$ cat src/ncs_pkg.sv
package ncs_pkg;

  // Palette size; storage and index widths follow from it.
  localparam int unsigned PALETTE_ENTRIES = 256;
  localparam int unsigned ADDR_W = $clog2(PALETTE_ENTRIES);

  localparam int unsigned CH_W   = 8;   // one colour channel
  localparam int unsigned IDX_W  = 8;   // index field width
  localparam int unsigned DIST_W = 25;  // distance field width
  localparam int unsigned SQ_W   = 2 * CH_W;
  localparam int unsigned SUM_W  = SQ_W + 2;  // sum of three squares

  // Reported when no entry is marked used; no real distance reaches it.
  localparam logic [DIST_W-1:0] NO_MATCH_DISTANCE = DIST_W'(256 * 256 * 256);

  // Item codes
  localparam logic [1:0] FUNC_WRITE = 2'd0;
  localparam logic [1:0] FUNC_QUERY = 2'd1;
  localparam logic [1:0] FUNC_CLEAR = 2'd2;

  typedef struct packed {
    logic [CH_W-1:0] red;
    logic [CH_W-1:0] green;
    logic [CH_W-1:0] blue;
  } rgb_t;

  // one palette store word: used flag beside the colour
  typedef struct packed {
    logic used;
    rgb_t rgb;
  } entry_t;

  typedef struct packed {
    logic [1:0]       func;
    logic [IDX_W-1:0] entry_index;
    logic [CH_W-1:0]  red;
    logic [CH_W-1:0]  green;
    logic [CH_W-1:0]  blue;
    logic             entry_used;
  } in_beat_t;

  typedef struct packed {
    logic [IDX_W-1:0]  nearest_index;
    logic [DIST_W-1:0] nearest_distance;
  } out_beat_t;

  typedef enum logic [4:0] {
    ST_IDLE  = 5'b00001,
    ST_CLEAR = 5'b00010,
    ST_SCAN  = 5'b00100,
    ST_DRAIN = 5'b01000,
    ST_DONE  = 5'b10000
  } state_e;

endpackage

$ cat src/ncs_dist.sv
module ncs_dist (
  input  logic                      clk_i,
  input  ncs_pkg::rgb_t             color_i,
  input  ncs_pkg::rgb_t             entry_i,
  output logic [ncs_pkg::SUM_W-1:0] dist_o
);

  logic [ncs_pkg::CH_W-1:0] dr, dg, db;
  logic [ncs_pkg::SQ_W-1:0] sq_r_q, sq_g_q, sq_b_q;

  function automatic logic [ncs_pkg::CH_W-1:0] abs_diff(
    input logic [ncs_pkg::CH_W-1:0] a,
    input logic [ncs_pkg::CH_W-1:0] b
  );
    return (a > b) ? (a - b) : (b - a);
  endfunction

  always_comb begin
    dr = abs_diff(color_i.red,   entry_i.red);
    dg = abs_diff(color_i.green, entry_i.green);
    db = abs_diff(color_i.blue,  entry_i.blue);
  end

  // squares registered; the sum is left to the compare stage
  always_ff @(posedge clk_i) begin
    sq_r_q <= ncs_pkg::SQ_W'(dr) * ncs_pkg::SQ_W'(dr);
    sq_g_q <= ncs_pkg::SQ_W'(dg) * ncs_pkg::SQ_W'(dg);
    sq_b_q <= ncs_pkg::SQ_W'(db) * ncs_pkg::SQ_W'(db);
  end

  assign dist_o = ncs_pkg::SUM_W'(sq_r_q) + ncs_pkg::SUM_W'(sq_g_q)
                + ncs_pkg::SUM_W'(sq_b_q);

endmodule

$ cat config.mk
export PLATFORM = sky130hd
export DESIGN_NAME = ncs_dist
export DESIGN_NICKNAME = d
export VERILOG_FILES = /design/src/ncs_pkg.sv /design/src/ncs_dist.sv
export SDC_FILE = /design/constraint.sdc
export NUM_CORES = 1
export LEC_CHECK = 0
export BUFFER_PORTS_ARGS = -buffer_cell sky130_fd_sc_hd__buf_4
export CAP_MARGIN = 0
export CORE_ASPECT_RATIO = 0.7
export CORE_MARGIN = 2
export CORE_UTILIZATION = 60
export CTS_BUF_LIST = sky130_fd_sc_hd__clkbuf_4 sky130_fd_sc_hd__clkbuf_8 sky130_fd_sc_hd__clkbuf_16
export CTS_CLUSTER_DIAMETER = 60
export DETAILED_ROUTE_END_ITERATION = 7
export PLACE_DENSITY_LB_ADDON = 0.12
export RECOVER_POWER = 25
export SLEW_MARGIN = 15
export SYNTH_ARGS = -nofsm -noshare
export SYNTH_HDL_FRONTEND = slang
export SYNTH_SLANG_ARGS = --single-unit
$ cat constraint.sdc
create_clock -name clk_i -period 16.2 [get_ports clk_i]
set_input_delay 1.62 -clock clk_i [delete_from_list [all_inputs] [get_ports clk_i]]
set_output_delay 1.62 -clock clk_i [all_outputs]
set_load 0.005 [all_outputs]
==> results_dict.tcl, run 1 <==
set metrics [dict create \
    status "finished clean" \
    setup.worst_path.start_class "input port" \
    seq_area_frac_synth 0.103 \
    placed_cell_area_um2 9360 \
    die_x_um 148 \
    htree_num_levels 2 \
    grt_setup_unrepaired "false" \
    muxShareOfSynthArea 0.0241 \
    diodes 0 \
    first_global_vias 6285 \
    numPortBuffers 66 \
    crit_type "input port to register" \
    clock.fmax_mhz 124 \
    critPathCaptureType "register" \
    cts_tree "yes" \
    post_cts_buffers 0 \
    ys.flop_type "dfxtp_1" \
    arrival_ps 8220 \
    yosys_warnings 0 \
    rows 36 \
    utilization 0.678 \
    relSlewSlack 0.389 \
    synth-edff-count 0 \
    startpoint "color_i[5]" \
    avgSynthCellArea_um2 8.84 \
    dieArea_um2 15500 \
    drt_first_pass_iters 5 \
    hold_class "input port to register" \
    antenna_found_initial 0 \
    cp.required_ps 16380 \
    ctsResizeCount 0 \
    clockBufferDepth 2 \
    clock-sinks 45 \
    hold_viol 0 \
    grt_overflow_total 0 \
    die_y_um 105 \
    grt_pass1_wl_um 28800 \
    synth_cells 985 \
    min_period_ps 8040 \
    setup_viol 0 \
    grt_usage 0.223 \
    synth-seq-cells 45 \
    maxCapViolCount 0 \
    drt_iter0_drc 318 \
    place.detailed.hpwl_um 13600 \
    final_area_um2 9520 \
    antenna_left 0 \
    synth_compound_area_frac 0.133 \
    final_nets 1339 \
    setup_tns_ps 0 \
    boundaryPins 67 \
    areaGrowthSynthToFinish_pct 9.37 \
    synthArstFlopShare 0 \
    grt_max_degree 15 \
    layout-drive-gt1-share 0.108 \
    stdcell_count 1235 \
    hold_start "entry_i[16]" \
    dp_cells 1227 \
    fp.coreArea_um2 14100 \
    routed_wirelength_um 16000 \
    synthAdderAreaFrac 0.437 \
    maxSlewViolCount 0 \
    cts.hold.buffers_added 0 \
    cts_root_buf "clkbuf_16" \
    synth_simple_gate_area_frac 0.120 \
    holdPathStages 3 \
    numCtsBuffers 5 \
    vias 6431 \
    wl_per_cell_um 12.9 \
    viasPerCell 5.21 \
    cp_max_fo 10 \
    synth_top_family_by_area "adder cells" \
    fin_crit_sh 0.496 \
    synth.distinct_cells 64 \
    synth_area_um2 8710 \
    gp_congestion 0.888 \
    drc 0 \
    clkTransAtPathRegs_ps 60 \
    initial_core_util 0.619 \
    tightest_slew_ps 911 \
    synth_xor_area_frac 0.0845 \
]
==> cell usage after synthesis (7+ instances only) <==
master | n | area [um^2]
a21o_1 | 31 | 233
a21oi_1 | 60 | 300
a31oi_1 | 7 | 43.8
buf_2 | 10 | 50.1
dfxtp_1 | 45 | 901
fa_1 | 97 | 1940
ha_1 | 149 | 1860
inv_1 | 197 | 739
mux2i_1 | 16 | 160
nand2_1 | 27 | 101
nand2b_1 | 12 | 75.1
nand3b_1 | 8 | 60.1
nand4_1 | 7 | 43.8
nor2_1 | 94 | 353
nor3_1 | 11 | 55.1
o21a_1 | 8 | 60.1
o21ai_0 | 19 | 95.1
or2_2 | 12 | 75.1
xnor2_1 | 48 | 420
xor2_1 | 18 | 158
==> kinds of logic (layout without fill, tap and decap cells) <==
| kind of cell | after synthesis | count (layout) |
|---|---|---|
| compound gates | 170 | 170 |
| mux | 19 | 19 |
| flops | 45 | 45 |
| simple gates | 211 | 211 |
| buf+inv | 218 | 276 |
| fa+ha+maj | 246 | 246 |
| other cells | 1 | 3 |
| xor+xnor | 75 | 75 |
==> state kept, by name, indices dropped and copies added, names as in the netlist <==
signal	flops
sq_b_q	15
sq_g_q	15
sq_r_q	15
==> cells in the final DEF, fill, tap and decap left out, drive strengths merged, types with 4 or more instances in the layout <==
| master | n |
|---|---|
| a211oi | 6 |
| a21o | 31 |
| a21oi | 63 |
| a221oi | 6 |
| a31oi | 7 |
| and3 | 6 |
| and4 | 4 |
| buf | 57 |
| clkbuf | 17 |
| dfxtp | 45 |
| fa | 97 |
| ha | 149 |
| inv | 199 |
| mux2i | 19 |
| nand2 | 27 |
| nand2b | 12 |
| nand3b | 8 |
| nand4 | 7 |
| nor2 | 100 |
| nor2b | 4 |
| nor3 | 11 |
| o21a | 8 |
| o21ai | 19 |
| o21bai | 5 |
| o22ai | 5 |
| o31a | 4 |
| or2 | 17 |
| xnor2 | 52 |
| xor2 | 23 |
==> final cells by class <==
cell class / instances / area, um^2
Clock buffer: 5 / 125
Clock inverter: 3 / 65.1
Fill cell: 1220 / 4530
Inverter: 199 / 747
Multi-Input combinational cell: 724 / 6940
Sequential cell: 45 / 901
Tap cell: 190 / 238
Timing Repair Buffer: 69 / 510
==> worst max-delay path: stages <==
cell and delay [ps]:
buf_4 80, inv_1 40, ha_1 440, and4_1 290, a22o_1 240, a21oi_1 680, mux2i_2 330, xor2_2 450
or2_1 220, inv_1 60, fa_1 480, fa_1 540, inv_1 50, fa_1 500, fa_1 550, inv_1 40
ha_1 330, o21a_1 190, o31a_1 120, o31a_1 260, o21a_1 190, a311o_1 360, xor2_1 140
==> final timing paths <==
kind | to | slack [ps]
max | sq_b_q[15]$_DFF_P_ | 8160
min | sq_r_q[0]$_DFF_P_ | 1910
==> layer usage <==
| metal | track usage | vias to the layer above | wire [um] | part of all wire |
|---|---|---|---|---|
| met5 | 0 | - | 0 | 0 |
| met4 | 0.0354 | 0 | 171 | 0.011 |
| met3 | 0.0293 | 17 | 741 | 0.046 |
| met2 | 0.318 | 121 | 6260 | 0.39 |
| met1 | 0.363 | 2979 | 8790 | 0.55 |
| li1 | - | 3314 | - | - |
==> per-stage QoR <==
step	setup slack [ps]	hold slack, ps
after floorplan	8660	1990
after global placement	8310	2190
after detailed placement	8210	2210
after CTS	8500	1910
after global routing	7760	1960
final	8160	1910
Power of run 1 is left out: the tool's default activity adds up to more than one toggle a clock period on the data nets, which glitch-free logic cannot reach.
==> run 2, diff against run 1 <==
Settings changed: ABC_AREA set to 1, CORE_UTILIZATION 60 to 58.
Clock period 16.2 ns to 7.3 ns, I/O delays scaled along.
==> results_dict.tcl, run 2 <==
set metrics [dict create \
    status "finished clean" \
    placed_cell_area_um2 10400 \
    numPortBuffers 66 \
    routed_wirelength_um 20200 \
    maxCapViolCount 0 \
    cp.required_ps 7490 \
    clkTransAtPathRegs_ps 60 \
    boundaryPins 67 \
    critPathCaptureType "register" \
    netlist_top_cells_count "nand2_1 (307), inv_1 (297), ha_1 (149), nor2_1 (115), fa_1 (97)" \
    synth-edff-count 0 \
    cts_tree "yes" \
    areaGrowthSynthToFinish_pct 8.82 \
    synth_most_common_cell "nand2_1" \
    place.detailed.hpwl_um 18000 \
    final_cell_mix "nand2_1 (308), inv_1 (300), ha_1 (149), nor2_1 (115), fa_1 (97)" \
    crit_type "input port to register" \
    final_nets 1716 \
    synth_xor_area_frac 0.0559 \
    die_x_um 159 \
    synthAdderAreaFrac 0.392 \
    cts.hold.buffers_added 0 \
    gp_congestion 0.866 \
    synth_top_family_by_area "adder cells" \
    setup_tns_ps 0 \
    grt_setup_unrepaired "false" \
    viasPerCell 4.92 \
    synth_area_leaders "fa_1 (20%), ha_1 (19%), nand2_1 (12%)" \
    drt_iter0_drc 494 \
    grt_usage 0.240 \
    htree_num_levels 2 \
    diodes 0 \
    rows 39 \
    largest_registers "sq_b_q: 15 flops, sq_g_q: 15 flops, sq_r_q: 15 flops" \
    post_cts_buffers 0 \
    dieArea_um2 17800 \
    antenna_left 0 \
    yosys.area.top_type "fa_1" \
    yosysTopAreaCellShare 0.200 \
    muxShareOfSynthArea 0 \
    vias 8107 \
    synth.distinct_cells 39 \
    final_area_um2 10600 \
    min_period_ps 5930 \
    wl_per_cell_um 12.3 \
    cts_root_buf "clkbuf_16" \
    arrival_ps 6120 \
    grt_max_degree 16 \
    seq_area_frac_synth 0.0927 \
    ys.flop_type "dfxtp_1" \
    fp.coreArea_um2 16300 \
    setup_viol 0 \
    grt_overflow_total 0 \
    fin_crit_sh 0.813 \
    synth_cells 1356 \
    mostFrequentLayoutCell "nand2_1" \
    drc 0 \
    cp_max_fo 9 \
    setup.worst_path.start_class "input port" \
    numCtsBuffers 5 \
    grt_pass1_wl_um 35900 \
    synth_simple_gate_area_frac 0.257 \
    synth-seq-cells 45 \
    antenna_found_initial 0 \
    clockBufferDepth 2 \
    ctsResizeCount 0 \
    first_global_vias 7845 \
    hold_viol 0 \
    maxSlewViolCount 0 \
    yosys_warnings 0 \
    die_y_um 112 \
    synth_compound_area_frac 0.0742 \
    clock-sinks 45 \
    synthArstFlopShare 0 \
    hold_class "input port to register" \
    drt_first_pass_iters 4 \
    avgSynthCellArea_um2 7.17 \
    layout-drive-gt1-share 0.106 \
    synth_area_um2 9720 \
    clock.fmax_mhz 169 \
    initial_core_util 0.595 \
]
-- run 2: changes by cell type after synthesis, sizes merged, moves of 10 or more --
cell and delta:
nand2 +321, inv +113, nand3 +62, xnor2 -30, nor2 +29, a21o -26
mux2i -19, xor2 +17, or2 -14, o21ai +13, nand2b -12, nor3 -10
-- run 2: critical path, cell delays in order --
cell and delay, ps:
clkbuf_4 110, inv_1 50, ha_1 130, inv_1 60
fa_1 420, nand3_1 110, nand3_1 110, nand2_1 90
nand2_2 40, nand2_1 290, nand2_1 110, o21ai_2 90
inv_1 180, nor2_1 240, fa_1 460, fa_1 550
inv_1 50, fa_1 510, fa_1 560, inv_1 50
ha_1 360, a21oi_1 230, nor2_1 60, nor2_1 80
nand2_1 100, a21oi_1 170, o21bai_1 130, nand2_1 60
-- run 2: per-layer routing --
metal	vias to the layer above	part of all wire	track usage
li1	4259	-	-
met1	3688	0.54	0.381
met2	148	0.40	0.361
met3	12	0.048	0.0318
met4	0	0.0047	0.0220
met5	-	0	0
-- run 2: area by class of cell --
| cell class | count | area [um^2] |
|---|---|---|
| well taps | 225 | 282 |
| clock inverters | 3 | 21.3 |
| clock buffers | 5 | 125 |
| multi-input cells | 991 | 7570 |
| inverters | 312 | 1180 |
| repair buffers | 66 | 492 |
| fillers | 1542 | 5770 |
| flip-flops and latches | 45 | 901 |
-- run 2: final timing paths --
| kind | from | end | slack (ps) | cells after the start |
|---|---|---|---|---|
| hold / removal | entry_i[0] | sq_b_q[0]$_DFF_P_ | 1050 | 3 |
| setup / recovery | color_i[0] | sq_b_q[15]$_DFF_P_ | 1370 | 28 |
-- run 2: cells by family after synthesis --
| family | Yosys count |
|---|---|
| simple gates | 558 |
| buf+inv | 322 |
| fa+ha+maj | 246 |
| compound gates | 122 |
| xor+xnor | 62 |
| flops | 45 |
| other cells | 1 |
-- run 2: per-stage QoR --
stage	utilization	cells	setup WS (ps)	hold WS (ps)
final	0.647	1647	1370	1050
after global routing	0.647	1647	886	1100
after CTS	0.648	1647	1550	1050
after detailed placement	0.639	1639	1260	1350
after global placement	0.639	1639	1370	1350
after floorplan	-	1358	1730	1070
Power of run 2 is left out for the same reason.
==> run 3, diff against run 2 <==
Settings changed: ABC_AREA 1 to 0, CORE_UTILIZATION 58 to 57.
Clock period 7.3 ns to 4.8 ns, I/O delays scaled along.
==> results_dict.tcl, run 3 (same netlist as run 1, synthesis figures left out) <==
set metrics [dict create \
    status "finished with violations" \
    failed_checks "negative setup slack" \
    fp.coreArea_um2 14800 \
    tightest_slew_ps 819 \
    routed_wirelength_um 23600 \
    mostFrequentLayoutCell "buf_4" \
    maxSlewViolCount 0 \
    clock-sinks 45 \
    htree_num_levels 2 \
    clockBufferDepth 2 \
    min_period_ps 6040 \
    numCtsBuffers 5 \
    initial_core_util 0.588 \
    fin_crit_sh 1.26 \
    numPortBuffers 66 \
    first_global_vias 8052 \
    largest_registers "sq_b_q: 15 flops, sq_g_q: 15 flops, sq_r_q: 15 flops" \
    grt_max_degree 15 \
    drc 0 \
    grt_overflow_total 0 \
    grt_usage 0.282 \
    setup.worst_path.start_class "input port" \
    wl_per_cell_um 15.6 \
    antenna_found_initial 1 \
    cp_max_fo 6 \
    crit_type "input port to register" \
    critPathCaptureType "register" \
    grt_setup_unrepaired "true" \
    setup_tns_ps -22140 \
    boundaryPins 67 \
    hold_viol 0 \
    gp_congestion 0.875 \
    layout-drive-gt1-share 0.414 \
    place.detailed.hpwl_um 16900 \
    areaGrowthSynthToFinish_pct 46.4 \
    cts_root_buf "clkbuf_16" \
    final_nets 1613 \
    dieArea_um2 16300 \
    placed_cell_area_um2 11600 \
    setup_viol 32 \
    die_y_um 107 \
    drt_first_pass_iters 4 \
    grt_pass1_wl_um 37200 \
    drt_iter0_drc 345 \
    final_area_um2 12700 \
    arrival_ps 6220 \
    cts.hold.buffers_added 0 \
    clkTransAtPathRegs_ps 70 \
    diodes 0 \
    maxCapViolCount 0 \
    relSlewSlack 0.448 \
    hold_class "input port to register" \
    vias 7993 \
    antenna_left 0 \
    viasPerCell 5.28 \
    die_x_um 152 \
    clock.fmax_mhz 166 \
    holdWs_ps 954 \
    layout_setup_ws_ps -1240 \
    cp.required_ps 4980 \
    final_cell_mix "buf_4 (296), inv_1 (158), ha_1 (122), fa_1 (88), nor2_1 (82)" \
    cts_tree "yes" \
    rows 37 \
]
==> run 3: cell type report <==
type                       instances  area (um^2)
clock buffer                       6          133
sequential                        45          901
timing repair buffer             343         2780
clock inverter                     2         15.0
tap                              195          244
multi-input combinational        724         7890
inverter                         199          787
fill                             794         2070
==> run 3: path summary, 6_finish.rpt <==
kind	start	endpoint	slack, ps	depth (start not counted)
min	entry_i[16]	sq_r_q[0]$_DFF_P_	950	4
max	color_i[0]	sq_b_q[15]$_DFF_P_	-1240	27
==> run 3: routing by layer <==
layer,up-vias,share of wire,global-route usage,wire [um]
met1,3909,0.45,0.399,10600
met2,193,0.49,0.471,11500
met5,-,0,0,0
li1,3863,-,-,-
met3,28,0.049,0.0415,1150
met4,0,0.013,0.0410,299
==> run 3: critical path, cell delays in order <==
cell and delay [ps]:
buf_12 110, inv_12 40, ha_4 120, inv_2 30, fa_2 330, a21o_1 210, a221oi_4 330, a21oi_4 150
buf_6 150, mux2i_4 190, xor2_4 260, or2_4 290, fa_2 350, inv_2 60, fa_1 400, ha_1 290
inv_1 50, fa_1 550, inv_2 50, ha_4 250, a211oi_4 260, nor2_2 70, o31a_1 250, o31a_1 290
o21a_1 210, a311o_1 280, xor2_1 140
==> run 3: timing repair <==
| item | CTS | global route |
|---|---|---|
| resized for setup | 96 | 65 |
| pin swaps | 103 | 70 |
| buffers inserted | 33 | 19 |
| setup endpoints to repair | 32 | 35 |
==> run 3: stage by stage <==
stage	instances	setup WS (ps)	utilization
finish	1514	-1240	0.861
global route	1514	-1470	0.861
CTS	1500	-1230	0.834
detailed placement	1465	-1590	0.783
global placement	1465	-1470	0.783
floorplan	987	-1210	-
Power of run 3 is left out for the same reason.
